## src/sv/ptbr_pkg.sv

```systemverilog
package ptbr_pkg;

    localparam int BYTE_W         = 8;
    localparam int ADDR_W         = 9;
    localparam int GROUP_LEN      = 8;
    localparam int SLOT_W         = 3;
    localparam int DEF_PANEL_COLS = 128;
    localparam int DEF_PANEL_ROWS = 32;

    localparam logic [SLOT_W-1:0] SLOT_LAST = SLOT_W'(GROUP_LEN - 1);

    // one 8x8 block handed from the collector to the emitter
    typedef struct packed {
        logic [GROUP_LEN-1:0][BYTE_W-1:0] bytes;
        logic [ADDR_W-1:0]                base;
        logic                             frame_end;
    } block_t;

endpackage

```

## src/sv/ptbr_if.sv

```systemverilog
interface ptbr_in_if
    import ptbr_pkg::*;
();
    logic              valid;
    logic              ready;
    logic [BYTE_W-1:0] pixel_byte;

    modport source (output valid, output pixel_byte, input ready);
    modport sink   (input valid, input pixel_byte, output ready);
endinterface

interface ptbr_out_if
    import ptbr_pkg::*;
();
    logic              valid;
    logic              ready;
    logic [ADDR_W-1:0] out_addr;
    logic [BYTE_W-1:0] out_byte;
    logic              group_last;
    logic              frame_last;

    modport source (output valid, output out_addr, output out_byte, output group_last,
                    output frame_last, input ready);
    modport sink   (input valid, input out_addr, input out_byte, input group_last,
                    input frame_last, output ready);
endinterface

```

## src/sv/ptbr_collect.sv

```systemverilog
module ptbr_collect
    import ptbr_pkg::*;
#(
    parameter int PANEL_COLS = DEF_PANEL_COLS,
    parameter int PANEL_ROWS = DEF_PANEL_ROWS
)
(
    input  logic        clk,
    input  logic        rst_n,
    ptbr_in_if.sink     pix_in,
    output block_t      blk,
    output logic        blk_valid,
    input  logic        blk_ready
);

    localparam int ROW_PAGES = PANEL_ROWS / 8;
    localparam int COL_PAGES = PANEL_COLS / 8;
    localparam int GRP_W     = (ROW_PAGES > 1) ? $clog2(ROW_PAGES) : 1;
    localparam int PAGE_W    = (COL_PAGES > 1) ? $clog2(COL_PAGES) : 1;
    localparam logic [GRP_W-1:0]  GRP_LAST  = GRP_W'(ROW_PAGES - 1);
    localparam logic [PAGE_W-1:0] PAGE_LAST = PAGE_W'(COL_PAGES - 1);

    logic [SLOT_W-1:0] slot_reg, slot_next;
    logic [GRP_W-1:0]  grp_reg, grp_next;
    logic [PAGE_W-1:0] page_reg, page_next;
    logic [BYTE_W-1:0] group_reg [GROUP_LEN-1];
    logic              accept;
    logic [GRP_W-1:0]  land_page;

    assign pix_in.ready = (slot_reg != SLOT_LAST) || blk_ready;
    assign accept       = pix_in.valid && pix_in.ready;
    assign blk_valid    = pix_in.valid && (slot_reg == SLOT_LAST);
    assign land_page    = GRP_LAST - grp_reg;

    always_comb
    begin
        for (int j = 0; j < GROUP_LEN - 1; j++)
        begin
            blk.bytes[j] = group_reg[j];
        end
        blk.bytes[GROUP_LEN-1] = pix_in.pixel_byte;
        blk.base = ADDR_W'(32'(page_reg) * 32'd8 + 32'(land_page) * 32'(PANEL_COLS));
        blk.frame_end = (grp_reg == GRP_LAST) && (page_reg == PAGE_LAST);
    end

    always_comb
    begin
        slot_next = slot_reg;
        grp_next  = grp_reg;
        page_next = page_reg;
        if (accept)
        begin
            slot_next = slot_reg + SLOT_W'(1);
            if (slot_reg == SLOT_LAST)
            begin
                if (grp_reg == GRP_LAST)
                begin
                    grp_next  = '0;
                    page_next = (page_reg == PAGE_LAST) ? '0 : page_reg + PAGE_W'(1);
                end
                else
                begin
                    grp_next = grp_reg + GRP_W'(1);
                end
            end
        end
    end

    always_ff @(posedge clk or negedge rst_n)
    begin
        if (!rst_n)
        begin
            slot_reg <= '0;
            grp_reg  <= '0;
            page_reg <= '0;
        end
        else
        begin
            slot_reg <= slot_next;
            grp_reg  <= grp_next;
            page_reg <= page_next;
        end
    end

    always_ff @(posedge clk)
    begin
        if (accept && (slot_reg != SLOT_LAST))
        begin
            group_reg[slot_reg] <= pix_in.pixel_byte;
        end
    end

    a_grp_range: assert property (@(posedge clk) disable iff (!rst_n)
        grp_reg <= GRP_LAST)
        else $error("block index past end of page row");

    a_page_range: assert property (@(posedge clk) disable iff (!rst_n)
        page_reg <= PAGE_LAST)
        else $error("page index past end of frame");

    a_wrap: assert property (@(posedge clk) disable iff (!rst_n)
        accept && blk.frame_end && (slot_reg == SLOT_LAST)
        |=> (slot_reg == '0) && (grp_reg == '0) && (page_reg == '0))
        else $error("frame counter did not wrap");

endmodule

```

## src/sv/ptbr_emit.sv

```systemverilog
module ptbr_emit
    import ptbr_pkg::*;
(
    input  logic        clk,
    input  logic        rst_n,
    input  block_t      blk,
    input  logic        blk_valid,
    output logic        blk_ready,
    ptbr_out_if.source  pix_out
);

    block_t            blk_reg;
    logic              blk_valid_reg, blk_valid_next;
    logic [SLOT_W-1:0] idx_reg, idx_next;
    logic              out_valid_reg, out_valid_next;
    logic [ADDR_W-1:0] out_addr_reg;
    logic [BYTE_W-1:0] out_byte_reg;
    logic              group_last_reg;
    logic              frame_last_reg;
    logic              adv;
    logic              load;
    logic [BYTE_W-1:0] tr_byte;

    assign adv       = blk_valid_reg && (!out_valid_reg || pix_out.ready);
    assign blk_ready = !blk_valid_reg
                       || ((idx_reg == SLOT_LAST) && (!out_valid_reg || pix_out.ready));
    assign load      = blk_valid && blk_ready;

    // bit (7-j) of landscape byte n is bit n of block byte j
    always_comb
    begin
        for (int j = 0; j < GROUP_LEN; j++)
        begin
            tr_byte[GROUP_LEN-1-j] = blk_reg.bytes[j][idx_reg];
        end
    end

    always_comb
    begin
        idx_next       = adv ? idx_reg + SLOT_W'(1) : idx_reg;
        blk_valid_next = blk_valid_reg;
        if (load)
        begin
            blk_valid_next = 1'b1;
        end
        else if (adv && (idx_reg == SLOT_LAST))
        begin
            blk_valid_next = 1'b0;
        end
        out_valid_next = out_valid_reg;
        if (adv)
        begin
            out_valid_next = 1'b1;
        end
        else if (pix_out.ready)
        begin
            out_valid_next = 1'b0;
        end
    end

    always_ff @(posedge clk or negedge rst_n)
    begin
        if (!rst_n)
        begin
            blk_valid_reg <= 1'b0;
            idx_reg       <= '0;
            out_valid_reg <= 1'b0;
        end
        else
        begin
            blk_valid_reg <= blk_valid_next;
            idx_reg       <= idx_next;
            out_valid_reg <= out_valid_next;
        end
    end

    always_ff @(posedge clk)
    begin
        if (load)
        begin
            blk_reg <= blk;
        end
        if (adv)
        begin
            out_addr_reg   <= {blk_reg.base[ADDR_W-1:SLOT_W], idx_reg};
            out_byte_reg   <= tr_byte;
            group_last_reg <= (idx_reg == SLOT_LAST);
            frame_last_reg <= (idx_reg == SLOT_LAST) && blk_reg.frame_end;
        end
    end

    assign pix_out.valid      = out_valid_reg;
    assign pix_out.out_addr   = out_addr_reg;
    assign pix_out.out_byte   = out_byte_reg;
    assign pix_out.group_last = group_last_reg;
    assign pix_out.frame_last = frame_last_reg;

    a_frame_in_group: assert property (@(posedge clk) disable iff (!rst_n)
        out_valid_reg && frame_last_reg |-> group_last_reg)
        else $error("frame_last without group_last");

    a_last_addr: assert property (@(posedge clk) disable iff (!rst_n)
        out_valid_reg && group_last_reg |-> (out_addr_reg[SLOT_W-1:0] == SLOT_LAST))
        else $error("group_last on wrong column");

    a_block_held: assert property (@(posedge clk) disable iff (!rst_n)
        adv && (idx_reg != SLOT_LAST) |=> blk_valid_reg)
        else $error("block dropped before all words were sent");

    a_load_at_start: assert property (@(posedge clk) disable iff (!rst_n)
        load |=> (idx_reg == '0))
        else $error("new block started mid-group");

endmodule

```

## src/sv/page_tiled_bitmap_rotate_90_core.sv

```systemverilog
// Portrait-to-landscape rotator for a 1-bit page-format frame buffer.
// pix_in takes one word per cycle while ready is high: a portrait buffer
// byte in buffer order. Every eight words form an 8x8 block; the eighth word
// hands the block to the emitter, which sends eight words on pix_out, one per
// cycle while pix_out is ready, each with its landscape address, in order of
// rising landscape column. group_last marks the eighth word of a block,
// frame_last the last word of the frame. The frame position wraps after
// PANEL_ROWS*PANEL_COLS/8 words. The emitter registers each block, and each
// result word is registered at the output before it is valid on pix_out.
// Throughput: one input word and one output word per cycle while pix_out is
// ready, set by the combinational transpose between the block register and the
// output register; the next block is collected while the current one is sent.
// When pix_out stalls, output words hold and pix_in keeps taking words
// until the eighth of the next block, which waits for the emitter.
// Reset clears the frame position and empties the emitter; no words are
// pending after reset and a new frame starts.
module page_tiled_bitmap_rotate_90_core
    import ptbr_pkg::*;
#(
    parameter int PANEL_COLS = DEF_PANEL_COLS,
    parameter int PANEL_ROWS = DEF_PANEL_ROWS
)
(
    input  logic        clk,
    input  logic        rst_n,
    ptbr_in_if.sink     pix_in,
    ptbr_out_if.source  pix_out
);

    block_t blk;
    logic   blk_valid;
    logic   blk_ready;

    ptbr_collect #(
        .PANEL_COLS (PANEL_COLS),
        .PANEL_ROWS (PANEL_ROWS)
    ) u_collect (
        .clk       (clk),
        .rst_n     (rst_n),
        .pix_in    (pix_in),
        .blk       (blk),
        .blk_valid (blk_valid),
        .blk_ready (blk_ready)
    );

    ptbr_emit u_emit (
        .clk       (clk),
        .rst_n     (rst_n),
        .blk       (blk),
        .blk_valid (blk_valid),
        .blk_ready (blk_ready),
        .pix_out   (pix_out)
    );

endmodule
```

## src/flat_wrapper.sv

```systemverilog
// flat-port wrapper written by rule: the top's interface ports become plain ports
module page_tiled_bitmap_rotate_90_core_flat import ptbr_pkg::*;
#(
    parameter int PANEL_COLS = DEF_PANEL_COLS,
    parameter int PANEL_ROWS = DEF_PANEL_ROWS
)
  (clk, rst_n, pix_in_valid, pix_in_pixel_byte, pix_in_ready, pix_out_valid, pix_out_out_addr, pix_out_out_byte, pix_out_group_last, pix_out_frame_last, pix_out_ready);
  ptbr_in_if pix_in_i ();
  ptbr_out_if pix_out_i ();
  input  logic clk;
  input  logic rst_n;
  input wire logic [$bits(pix_in_i.valid)-1:0] pix_in_valid;
  input wire logic [$bits(pix_in_i.pixel_byte)-1:0] pix_in_pixel_byte;
  output wire logic [$bits(pix_in_i.ready)-1:0] pix_in_ready;
  output wire logic [$bits(pix_out_i.valid)-1:0] pix_out_valid;
  output wire logic [$bits(pix_out_i.out_addr)-1:0] pix_out_out_addr;
  output wire logic [$bits(pix_out_i.out_byte)-1:0] pix_out_out_byte;
  output wire logic [$bits(pix_out_i.group_last)-1:0] pix_out_group_last;
  output wire logic [$bits(pix_out_i.frame_last)-1:0] pix_out_frame_last;
  input wire logic [$bits(pix_out_i.ready)-1:0] pix_out_ready;
  assign pix_in_i.valid = pix_in_valid;
  assign pix_in_i.pixel_byte = pix_in_pixel_byte;
  assign pix_in_ready = pix_in_i.ready;
  assign pix_out_valid = pix_out_i.valid;
  assign pix_out_out_addr = pix_out_i.out_addr;
  assign pix_out_out_byte = pix_out_i.out_byte;
  assign pix_out_group_last = pix_out_i.group_last;
  assign pix_out_frame_last = pix_out_i.frame_last;
  assign pix_out_i.ready = pix_out_ready;
  page_tiled_bitmap_rotate_90_core #(.PANEL_COLS(PANEL_COLS), .PANEL_ROWS(PANEL_ROWS)) u_core (.clk(clk), .rst_n(rst_n), .pix_in(pix_in_i), .pix_out(pix_out_i));
endmodule
```

## config.mk

```make
export PLATFORM = sky130hd
export DESIGN_NAME = page_tiled_bitmap_rotate_90_core_flat
export DESIGN_NICKNAME = d
export VERILOG_FILES = /design/src/sv/ptbr_pkg.sv /design/src/sv/ptbr_if.sv /design/src/sv/ptbr_collect.sv /design/src/sv/ptbr_emit.sv /design/src/sv/page_tiled_bitmap_rotate_90_core.sv /design/src/flat_wrapper.sv
export SDC_FILE = /design/constraint.sdc
export NUM_CORES = 1
export LEC_CHECK = 0
export ABC_AREA = 1
export BUFFER_PORTS_ARGS = -buffer_cell sky130_fd_sc_hd__buf_2
export CORE_MARGIN = 2
export CORE_UTILIZATION = 60
export DETAILED_ROUTE_END_ITERATION = 10
export HOLD_SLACK_MARGIN = 0.12
export PLACE_DENSITY = 0.85
export SLEW_MARGIN = 25
export SYNTH_ARGS = -nofsm -noshare
export SYNTH_HDL_FRONTEND = slang
export SYNTH_SLANG_ARGS = --single-unit
export TNS_END_PERCENT = 30
```

## constraint.sdc

```tcl
create_clock -name clk -period 3.8 [get_ports clk]
set_clock_uncertainty 0.2 [all_clocks]
set_input_delay 0.19 -clock clk [delete_from_list [all_inputs] [get_ports clk]]
set_output_delay 0.19 -clock clk [all_outputs]
set_load 0.01 [all_outputs]
```

; ---- Yosys cells after proc, flatten, opt, wreduce, memory -nomap -nowiden
; Memories as Yosys holds them, arrays and structs flattened. A register that Yosys moved wholly into a read port is not among the register bits.
; Cells that the tools add are included.
[classes]
order_cmp = 1
addsub = 6
mul = 0
div = 0
shift = 0
reduce_logical = 18
bitwise = 0
muxes = 24
n_eq_ne = 5
[ops]
columns = cell, n
row1 = 1-bit binary-select mux with 3-bit select, 8
row2 = 1-bit two-way mux, 14
row3 = 7-bit by 9-bit adder with 9-bit output, 1
row4 = 1-bit logical AND, 9
row5 = 3-bit by 1-bit adder with 3-bit output (second input constant), 2
row6 = 3-bit == test (second input constant), 2
row7 = 4-bit by 1-bit adder with 4-bit output (second input constant), 1
row8 = 4-bit == test (second input constant), 1
row9 = 3-bit by 4-bit < comparator with 1-bit output (second input constant), 1
row10 = 4-bit two-way mux, 1
row11 = 2-bit nonzero test, 2
row12 = 1-bit logical OR, 3
row13 = 3-bit != test (second input constant), 1
row14 = 3-bit AND reduction, 1
row15 = 2-bit by 1-bit adder with 2-bit output (second input constant), 1
row16 = 2-bit == test (second input constant), 1
row17 = 1-bit logical NOT, 2
row18 = 2-bit two-way mux, 1
row19 = 2-bit AND reduction, 1
row20 = 2-bit subtractor (first input constant), 1
[word_totals]
ramBits = 56
word_cells = 68
n_memories = 1
latch_bits = 0
reg_bits = 51
rom_bits = 0
[memory_table]
columns = memory, words, width, read_ports, rd_ports_with_merged_regs, write_ports, line
row1 = u_core.u_collect.group_reg, 7, 8, 7, 7, 1, ptbr_collect.sv:26  ; logic [BYTE_W-1:0] group_reg [GROUP_LEN-1];

; ---- Longest topological paths before layout
; Gate-level depths: netlist of the first run.
[logic_depth]
ltp_word = 9
depth_mapped = 8

; ---- Hierarchy
; A second synthesis of the first run with hierarchy kept.
[unflattened]
hier_cells = 463
hier_area_um2 = 6148.4
[modules_own_cells]
columns = mod, n_inst, cells_each, seq_area_each_um2, area_each_um2
row1 = ptbr_emit, 1, 328, 2827.7, 3858.7
row2 = ptbr_collect, 1, 135, 1906.8, 2289.7

; ---- Worst setup path after synthesis of the first run
; OpenSTA, ideal clock, no wires.
[synth_path]
path_kind = reg2reg
start = register u_core.u_collect.slot_reg[0]
end = register u_core.u_emit.blk_reg[0] in the netlist's numbering, enable pin
period_less_slack_ns = 3.002
setup_ns = 0.427
arrival_time_ns = 2.376
setup_slack_ns = 0.798
stages_incl_launch_ff = 7
required_time_ns = 3.173
cell_sequence = dfrtp_1 -> ha_1 -> ha_1 -> nand2_1 -> inv_1 -> nand2_1 -> inv_1
[synth_between]
elab_chain_len = 3
[synth_lines]
columns = element, line
row1 = "start, declared", ptbr_collect.sv:23  ; logic [SLOT_W-1:0] slot_reg, slot_next;
row2 = "start signal, assigned", ptbr_collect.sv:79  ; slot_reg <= slot_next;
row3 = 3-bit == test, ptbr_collect.sv:32  ; assign blk_valid = pix_in.valid && (slot_reg == SLOT_LAST);
row4 = 1-bit logical AND, ptbr_collect.sv:32
row5 = 1-bit logical AND, ptbr_emit.sv:27  ; assign load = blk_valid && blk_ready;
row6 = "end signal, assigned", ptbr_emit.sv:81  ; blk_reg <= blk;
row7 = "end, declared", ptbr_emit.sv:12  ; block_t blk_reg;
; No other way between the ends.
; A chain may end at the register's enable or synchronous reset.

; ---- Worst setup path in the final report of the first run
[layout_path]
start = register u_core.u_collect.slot_reg[0]
end = memory u_core.u_collect.group_reg[2][6], enable pin
[layout_between]
elab_chain_len = 6
[layout_lines]
columns = element, line
row1 = 3-bit != test, "ptbr_collect.sv:30, ptbr_collect.sv:87"
row2 = 1-bit logical OR, ptbr_collect.sv:30  ; assign pix_in.ready = (slot_reg != SLOT_LAST) || blk_ready;
row3 = 1-bit logical AND, ptbr_collect.sv:31  ; assign accept = pix_in.valid && pix_in.ready;
row4 = 1-bit logical AND, ptbr_collect.sv:87  ; if (accept && (slot_reg != SLOT_LAST))
row5 = 1-bit two-way mux, ptbr_collect.sv:87
row6 = 1-bit two-way mux (implied by the code), ptbr_collect.sv:89  ; group_reg[slot_reg] <= pix_in.pixel_byte;
row7 = "end, declared", ptbr_collect.sv:26
; Parallel ways exist; a longest one is shown, timed or not.

==> results of run 1 <==
==> cell families (layout without fill, tap and decap cells) <==
| kind of cell | count (synthesis) | after routing | synth area share (%) |
|---|---|---|---|
| xor gates and xnor gates | 2 | 2 | 0.301 |
| DFF | 160 | 160 | 81.4 |
| and+or+nand+nor | 153 | 153 | 10.3 |
| buffers and inverters | 29 | 99 | 3.21 |
| AOI/OAI and AO/OA | 40 | 40 | 3.44 |
| adders and majority gates | 6 | 6 | 1.29 |
==> critical path, stage by stage (launching register included) <==
cell,delay [ps]
dfrtp_1,500
ha_1,260
ha_1,200
inv_1,60
nand2_1,220
nor3_1,880
==> per-stage QoR <==
| stage | instances | hold WS [ps] | area [µm²] | worst slack [ps] | power (mW) |
|---|---|---|---|---|---|
| 6_report | 589 | 213 | 6760 | 1100 | 4.91 |
| 5_1_grt | 589 | 223 | 6760 | 972 | 5.16 |
| 4_1_cts | 589 | 215 | 6740 | 1060 | 4.91 |
| 3_5_place_dp | 545 | -92.6 | 6070 | 1080 | 3.37 |
| 3_3_place_gp | 545 | -97.5 | 6070 | 1280 | 3.32 |
| 2_1_floorplan | 390 | -306 | 5810 | 798 | 3.12 |
==> layer usage <==
metal  GRT usage, %  vias to the layer above  share of wire [%]
li1               -                     1498                  -
met1           28.2                     1514                 41
met2           34.2                      126                 52
met3           7.18                       15                6.3
met4           8.41                        0                1.4
met5              0                        -                  0
==> placed cells by master, fill, tap and decap left out, drive strengths merged, types with 7 or more instances in the layout <==
cell,n
buf,37
edfxtp,146
dfrtp,14
nand2,73
clkbuf,18
inv,22
nor2,65
nand3,7
o21ai,40
clkinv,8
dlygate4sd3,12
==> power by group <==
group / switching, mW / internal, mW / total (mW)
registers: 0.0997 / 2.23 / 2.33
clock network: 0.707 / 0.824 / 1.53
logic: 0.725 / 0.316 / 1.04
==> cell type report <==
cell class	count	area share, %
repair buffers	49	4.89
well taps	129	2.39
clock inverters	14	1.89
flip-flops and latches	160	70.1
inverters	18	1.07
multi-input cells	201	13.5
clock buffers	18	6.18
==> worst min path at each step <==
stage / depth (start not counted) / from / slack (ps) / endpoint
2_1_floorplan: 0 / rst_n / -310 / u_core.u_collect.grp_reg[0]
3_3_place_gp: 1 / rst_n / -100 / u_core.u_collect.page_reg[1]
3_5_place_dp: 1 / rst_n / -90 / u_core.u_emit.pix_out.valid
4_1_cts: 0 / u_core.u_collect.group_reg[5][7] / 220 / u_core.u_emit.blk_reg[57]
5_1_grt: 0 / u_core.u_emit.blk_reg[5] / 220 / u_core.u_emit.pix_out.out_addr[4]
6_report: 0 / u_core.u_collect.group_reg[5][7] / 210 / u_core.u_emit.blk_reg[57]
==> flow_metrics.tcl, run 1 <==
set metrics [dict create \
    status "completed" \
    clockRootBuffer "clkbuf_8" \
    grt_max_degree 74 \
    drv_slew 0 \
    yosysUniqueCellTypes 21 \
    ant_nets 0 \
    critPathKind "reg -> reg" \
    die_w_um 102 \
    numPortBuffers 32 \
    drt_iter0_drc 292 \
    num_vias 3153 \
    ys_warn_count 0 \
    wl_um 10000 \
    cts.clk_slew.worst_paths_ps 70 \
    crit_end "u_core.u_collect.group_reg[2][6]" \
    cellPowerDensity_nw_per_um2 726 \
    yosys.area.top_type_share_pct 75.4 \
    drc_errors 0 \
    start_util_pct 62.3 \
    gp_congestion 0.815 \
    insertion_delay_ps 530 \
    tns_ps 0 \
    syn_to_final_growth_pct 16.2 \
    static-leakage-power_nw 2.51 \
    relSlewSlack_pct 33.1 \
    die-height_um 102 \
    drtPass1Iterations 5 \
    yosys.area.top_type "edfxtp_1" \
    grt_use_total_pct 21.6 \
    synthArstFlopShare_pct 8.75 \
    cts_setup_buffers 0 \
    r2r-start "u_core.u_collect.slot_reg[0]" \
    final_core_util_pct 72.4 \
    hold_violations 0 \
    arrival_ps 2650 \
    diodes 0 \
    worst_slew_pin_slew_ps 997 \
    r2r_end "u_core.u_collect.group_reg[2][6]" \
    ir_worst_vdd_v 0.000374 \
    overflow 0 \
    cts_max_level 4 \
    largest_reg_flops 71 \
    synthTopCellsByCount "edfxtp_1, nand2_1, nor2_1" \
    r2r_cells 5 \
    r2r_slack_ps 1100 \
    cts_tree "built" \
    die_area_um2 10500 \
    startpoint "u_core.u_collect.slot_reg[0]" \
    yosys_most_used_dff "edfxtp_1" \
    synthTopCellsByArea "edfxtp_1, dfrtp_1, nand2_1" \
    grt_pass1_vias 2995 \
    period_minus_slack_ps 2700 \
    cts_buffers 17 \
    max_clock_freq_ghz 0.370 \
    drive_gt1_share_pct 16.3 \
    num_rows 35 \
    antenna_found_initial 0 \
    rsz0062_at_grt "false" \
    worstPathRequired_ps 3750 \
    setup_viol 0 \
    multi_input_area_um2 913 \
    fill_cells 536 \
    num_io_pins 33 \
    synth_nets 408 \
    hold_path_class "reg -> reg" \
    place_hpwl_um 6010 \
    grt_pass1_wl_um 15900 \
    area.sequential_um2 4730 \
    fp.coreArea_um2 9330 \
    drt-vias-per-instance 5.35 \
    numClockSinks 160 \
    syn_avg_cell_area_um2 14.9 \
    nets 465 \
    holdBufCountCts 12 \
    cts.repair.resized 0 \
    synthCells 390 \
    synth_edf_count 146 \
    synth_seq_area_share_pct 81.4 \
    clockBufferDepth 2 \
    cp-start-kind "register" \
    cap_violations 0 \
    post-route-period-util_pct 71.1 \
    worstSetupEndpointType "register" \
    critPathMaxFanout 8 \
    wl_per_cell_um 17.0 \
    synth_seq_cells 160 \
    synth.most_common_cell "edfxtp_1" \
    synth_area_um2 5810 \
]
Note: power is estimated with default switching activity, not from simulation.
==> inputs of run 2 (changes only) <==
==> constraint.sdc (replaced) <==
create_clock -name clk -period 2.7 [get_ports clk]
set_clock_uncertainty 0.2 [all_clocks]
set_input_delay 0.135 -clock clk [delete_from_list [all_inputs] [get_ports clk]]
set_output_delay 0.135 -clock clk [all_outputs]
set_load 0.01 [all_outputs]
==> run 2 against run 1 <==
Effect of this change:
- cell count up 1.2%
- sequential power up 41%
- critical endpoint is now u_core.u_emit.blk_reg[22]
- fmax up 21%
- worst hold slack better by 5.4 ps
- critical path depth up 2
- die area unchanged
- non-clock buffer count up 7
- critical path type unchanged
- global-route usage up 0.30 points
==> flow_metrics.tcl, run 2 (synthesis gave the netlist of run 1 again) <==
set metrics [dict create \
    status "completed" \
    cts_buffers 17 \
    grt_pass1_vias 3185 \
    worstPathRequired_ps 2770 \
    hold_path_class "reg -> reg" \
    setup_viol 0 \
    tns_ps 0 \
    drive_gt1_share_pct 16.9 \
    worst_slack_ps 462 \
    p_sw_mw 2.18 \
    max_clock_freq_ghz 0.447 \
    cts_setup_buffers 0 \
    num_vias 3243 \
    cap_violations 0 \
    p_int_mw 4.96 \
    netSwitchingFraction_pct 30.5 \
    dp_cells 551 \
    place_area_um2 6140 \
    cellPowerDensity_nw_per_um2 1040 \
    wl_um 10300 \
    grt_max_degree 38 \
    worstSetupEndpointType "register" \
    post-place-ws_ps 478 \
    r2r-start "u_core.u_collect.slot_reg[0]" \
    cp-start-kind "register" \
    nets 472 \
    die_w_um 102 \
    startpoint "u_core.u_collect.slot_reg[0]" \
    postLayoutCellArea_um2 6860 \
    drt-vias-per-instance 5.44 \
    wl_per_cell_um 17.3 \
    max_stage_delay_ps 470 \
    overflow 0 \
    relSlewSlack_pct 50.1 \
    cts.clk_slew.worst_paths_ps 60 \
    antenna_found_initial 0 \
    grt_pass1_wl_um 16100 \
    die-height_um 102 \
    drt_iter0_drc 313 \
    place_hpwl_um 6030 \
    die_area_um2 10500 \
    worst_slew_pin_slew_ps 747 \
    p_clk_share_pct 32.9 \
    clockRootBuffer "clkbuf_8" \
    cpMostUsedCell "ha_1" \
    period_minus_slack_ps 2240 \
    drv_slew 0 \
    hp-start "u_core.u_collect.group_reg[4][6]" \
    final_cell_mix "edfxtp_1, nand2_1, nor2_1" \
    crit_slowest_cell "dfrtp_1" \
    syn_to_final_growth_pct 17.9 \
    clockBufferDepth 2 \
    num_rows 35 \
    cts_tree "built" \
    numClockSinks 160 \
    ir_worst_vdd_v 0.000494 \
    largest_reg_flops 71 \
    critPathMaxFanout 37 \
    seq_power_share_pct 46.0 \
    cts_max_level 4 \
    start_util_pct 62.3 \
    fin_cells 596 \
    r2r_slack_ps 460 \
    gp_congestion 0.846 \
    critPathKind "reg -> reg" \
    combinationalPowerShare_pct 21.1 \
    grt_use_total_pct 21.9 \
    mostFrequentLayoutCell "edfxtp_1" \
    insertion_delay_ps 530 \
    post-route-period-util_pct 82.9 \
    diodes 0 \
    numPortBuffers 32 \
    static-leakage-power_nw 2.56 \
    fill_cells 525 \
    hold_violations 0 \
    fp.coreArea_um2 9330 \
    rsz0062_at_grt "false" \
    path_cells "ha_1 -> ha_1 -> nand2_1 -> inv_1 -> nand2_2 -> clkinvlp_4 -> buf_12" \
    ant_nets 0 \
    drtPass1Iterations 5 \
    arrival_ps 2310 \
    num_io_pins 33 \
    drc_errors 0 \
]
## run 2: changes by cell type in the layout (fill, tap and decap cells not counted), sizes merged
cell,before,now
bufinv,0,2
inv,22,24
dlygate4sd3,12,13
buf,37,43
clkinv,8,5
clkbuf,18,17
## run 2: critical path: cells and delay by family (launching register included)
kind,cells,cell delay (ps)
fa+ha+maj,2,460
buf+inv,3,650
flops,1,470
simple gates,2,200
## run 2: cell type report
type	count	area (µm²)	share of cell area (%)
Tap cell	129	161	2.35
Inverter	18	76.3	1.11
Clock inverter	15	175	2.56
Clock buffer	17	414	6.04
Sequential cell	160	4730	69.1
Multi-Input combinational cell	201	896	13.1
Timing Repair Buffer	56	398	5.80
## run 2: metrics by stage
stage / hold WS, ps / total power [mW] / utilization, %
6_report: 218 / 7.14 / 73.5
5_1_grt: 224 / 7.49 / 73.5
4_1_cts: 219 / 7.13 / 73.5
3_5_place_dp: -142 / 4.76 / 65.8
3_3_place_gp: -144 / 4.68 / 65.8
2_1_floorplan: -361 / 4.40 / -
## run 2: final timing paths
kind | to | cells past startpoint
min in group asynchronous | u_core.u_collect.page_reg[1] | 3
worst max-delay path | u_core.u_emit.blk_reg[22] | 7
worst min register to register | u_core.u_emit.blk_reg[48] | 0
worst max register to register | u_core.u_emit.blk_reg[22] | 7
worst min-delay path | u_core.u_emit.blk_reg[48] | 0
max in group asynchronous | u_core.u_collect.slot_reg[1] | 3
## run 2: per-layer routing
layer | track usage [%] | up-vias | routed length [µm]
met5 | 0 | - | 0
met1 | 28.3 | 1551 | 4040
met2 | 34.6 | 164 | 5050
met4 | 11.5 | 0 | 256
li1 | - | 1503 | -
met3 | 5.68 | 25 | 937
## run 2: what timing repair did
item                       4_1_cts  5_1_grt
hold buffers                    13        0
gates resized for setup          0        0
hold endpoints to repair        89        0
setup endpoints to repair        0        0
## run 2: power by group through the flow
| stage | Clock [mW] | Combinational, mW | Sequential (mW) |
|---|---|---|---|
| detailed placement | 0 | 1.44 | 3.33 |
| global placement | 0 | 1.37 | 3.31 |
| CTS | 2.36 | 1.49 | 3.28 |
| floorplan | 0 | 1.04 | 3.36 |
| global route | 2.48 | 1.69 | 3.32 |
| finish | 2.35 | 1.51 | 3.28 |
==> inputs of run 3 (changes only) <==
--- a/config.mk
+++ b/config.mk
@@ -5,13 +5,13 @@
 export SDC_FILE = /design/constraint.sdc
 export NUM_CORES = 1
 export LEC_CHECK = 0
-export ABC_AREA = 1
+export ABC_AREA = 0
 export BUFFER_PORTS_ARGS = -buffer_cell sky130_fd_sc_hd__buf_2
 export CORE_MARGIN = 2
-export CORE_UTILIZATION = 60
+export CORE_UTILIZATION = 54
 export DETAILED_ROUTE_END_ITERATION = 10
 export HOLD_SLACK_MARGIN = 0.12
-export PLACE_DENSITY = 0.85
+export PLACE_DENSITY = 0.81
 export SLEW_MARGIN = 25
 export SYNTH_ARGS = -nofsm -noshare
 export SYNTH_HDL_FRONTEND = slang
==> constraint.sdc (replaced) <==
create_clock -name clk -period 2 [get_ports clk]
set_clock_uncertainty 0.2 [all_clocks]
set_input_delay 0.1 -clock clk [delete_from_list [all_inputs] [get_ports clk]]
set_output_delay 0.1 -clock clk [all_outputs]
set_load 0.01 [all_outputs]
==> run 3 against run 2 <==
Effect of this change:
- the run now ends with negative setup slack left
- register-to-register slack worse by 510 ps
- total power up 40%
- routed wire length fell by 9.5%
- synthesized area down 2.0%
- worst hold slack worse by 5.4 ps
- utilization shrank 4.9 points
- non-clock buffer count rose by 15
- critical path depth unchanged
- critical endpoint is now u_core.u_emit.blk_reg[63]
==> flow_metrics.tcl, run 3 <==
set metrics [dict create \
    syn_avg_cell_area_um2 23.0 \
    place_hpwl_um 5240 \
    drc_errors 0 \
    startpoint "u_core.u_emit.idx_reg[0]" \
    post-place-ws_ps -45.8 \
    final_cell_mix "edfxtp_1, buf_2, clkbuf_16" \
    critPathKind "reg -> reg" \
    final_core_util_pct 68.6 \
    die_w_um 107 \
    nets 351 \
    die_area_um2 11400 \
    synth_edf_count 146 \
    grt_pass1_vias 2605 \
    drtPass1Iterations 4 \
    drt_iter0_drc 164 \
    combinationalPowerShare_pct 21.7 \
    worstPathRequired_ps 2030 \
    wl_per_cell_um 19.3 \
    synthTopCellsByArea "edfxtp_1, mux4_1, dfrtp_1" \
    netSwitchingFraction_pct 25.9 \
    antenna_found_initial 0 \
    start_util_pct 55.4 \
    grt_max_degree 41 \
    num_vias 2546 \
    drt-vias-per-instance 5.28 \
    synth.most_common_cell "edfxtp_1" \
    cts_buffers 17 \
    diodes 0 \
    max_clock_freq_ghz 0.489 \
    status "complete, but fails checks" \
    r2r-start "u_core.u_emit.idx_reg[0]" \
    cts.clk_slew.worst_paths_ps 60 \
    post-route-period-util_pct 102 \
    yosys.area.top_type_share_pct 77.0 \
    cts_max_level 4 \
    largest_reg_flops 71 \
    worstSetupEndpointType "register" \
    synthTopCellsByCount "edfxtp_1, mux4_1, dfrtp_1" \
    p_sw_mw 2.59 \
    overflow 0 \
    synth_area_um2 5700 \
    clockBufferDepth 2 \
    ys_warn_count 0 \
    violations "negative setup slack" \
    synthCells 248 \
    p_int_mw 7.40 \
    finalPower_mw 9.99 \
    fin_hold_ws_ps 213 \
    worst_slack_ps -43.3 \
    static-leakage-power_nw 2.51 \
    ant_nets 0 \
    yosysUniqueCellTypes 29 \
    synth_seq_cells 160 \
    seq_power_share_pct 46.2 \
    cap_violations 0 \
    insertion_delay_ps 520 \
    setup_viol 32 \
    drv_slew 0 \
    cts_tree "built" \
    synth_seq_area_share_pct 83.1 \
    arrival_ps 2080 \
    synth_nets 266 \
    cp-start-kind "register" \
    syn_to_final_growth_pct 23.7 \
    drive_gt1_share_pct 33.8 \
    period_minus_slack_ps 2040 \
    relSlewSlack_pct 55.5 \
    clockRootBuffer "clkbuf_8" \
    grt_use_total_pct 17.3 \
    hold_violations 0 \
    yosys_most_used_dff "edfxtp_1" \
    wl_um 9310 \
    rsz0062_at_grt "true" \
    hp-start "u_core.u_collect.group_reg[6][1]" \
    fin_cells 482 \
    gp_congestion 0.749 \
    num_rows 37 \
    mostFrequentLayoutCell "edfxtp_1" \
    dp_cells 432 \
    yosys.area.top_type "edfxtp_1" \
    synthArstFlopShare_pct 8.75 \
    hold_path_class "reg -> reg" \
    worst_slew_pin_slew_ps 665 \
    grt_pass1_wl_um 14000 \
    cellPowerDensity_nw_per_um2 1420 \
    numClockSinks 160 \
    die-height_um 107 \
    ir_worst_vdd_v 0.000773 \
    critPathMaxFanout 7 \
    p_clk_share_pct 32.0 \
    num_io_pins 33 \
    fp.coreArea_um2 10300 \
    numPortBuffers 32 \
]
==> run 3: cells by family after synthesis <==
kind of cell / Yosys count / share of synthesized area (%)
flip-flops: 160 / 83.1
multiplexers: 30 / 10.1
AND/OR/NAND/NOR: 28 / 2.50
buffers and inverters: 12 / 1.23
AO/OA/AOI/OAI: 9 / 1.21
adder cells (fa/ha/maj): 6 / 1.32
XOR/XNOR: 3 / 0.461
==> run 3: repair_timing <==
item | 4_1_cts | 5_1_grt
pin swaps | 2 | 0
gates cloned | 0 | 3
endpoints found under the hold margin | 209 | 0
buffers inserted | 3 | 0
setup endpoints to repair | 36 | 89
gates resized for setup | 10 | 10
hold buffers | 13 | 0
==> run 3: worst max-delay path, cell delays in order (launching register included) <==
cell and delay (ps):
dfrtp_1 370, ha_2 200, ha_4 130, buf_4 110, nor2b_1 60, a211oi_4 300
buf_6 220, clkbuf_16 170
==> run 3: power groups by stage <==
stage / Sequential (mW) / Clock, mW / Combinational, mW
6_report: 4.62 / 3.20 / 2.17
5_1_grt: 4.67 / 3.41 / 2.37
4_1_cts: 4.62 / 3.26 / 2.10
3_5_place_dp: 4.68 / 0 / 1.95
3_3_place_gp: 4.64 / 0 / 1.88
2_1_floorplan: 4.74 / 0 / 1.18
==> run 3: stage by stage <==
stage	TNS (ps)	area [µm²]
2_1_floorplan	-110770	5720
3_3_place_gp	0	6200
3_5_place_dp	-169	6200
4_1_cts	-286	6980
5_1_grt	-4240	7050
6_report	-758	7050
==> run 3: cell type report <==
type                            instances  area, µm²
Timing Repair Buffer                   71        587
Fill cell                             628       3230
Clock inverter                         15        185
Multi-Input combinational cell         76        928
Tap cell                              136        170
Sequential cell                       160       4730
Inverter                                7       26.3
Clock buffer                           17        414
==> run 3: per-layer routing <==
| layer | track usage (%) | share of wire (%) | up-vias |
|---|---|---|---|
| met5 | 0 | 0 | - |
| met4 | 8.16 | 0.91 | 0 |
| met3 | 4.74 | 5.2 | 7 |
| met2 | 28.1 | 54 | 72 |
| met1 | 22.0 | 40 | 1293 |
| li1 | - | - | 1174 |
==> run 3: worst paths after layout <==
kind                                          endpoint  slack [ps]  cells after the start
max reg2reg                  u_core.u_emit.blk_reg[63]         -40                      7
min reg2reg                  u_core.u_emit.blk_reg[59]         210                      0
max                          u_core.u_emit.blk_reg[63]         -40                      7
min in group asynchronous  u_core.u_collect.grp_reg[0]         490                      3
max in group asynchronous     u_core.u_emit.idx_reg[0]         690                      3
min                          u_core.u_emit.blk_reg[59]         210                      0
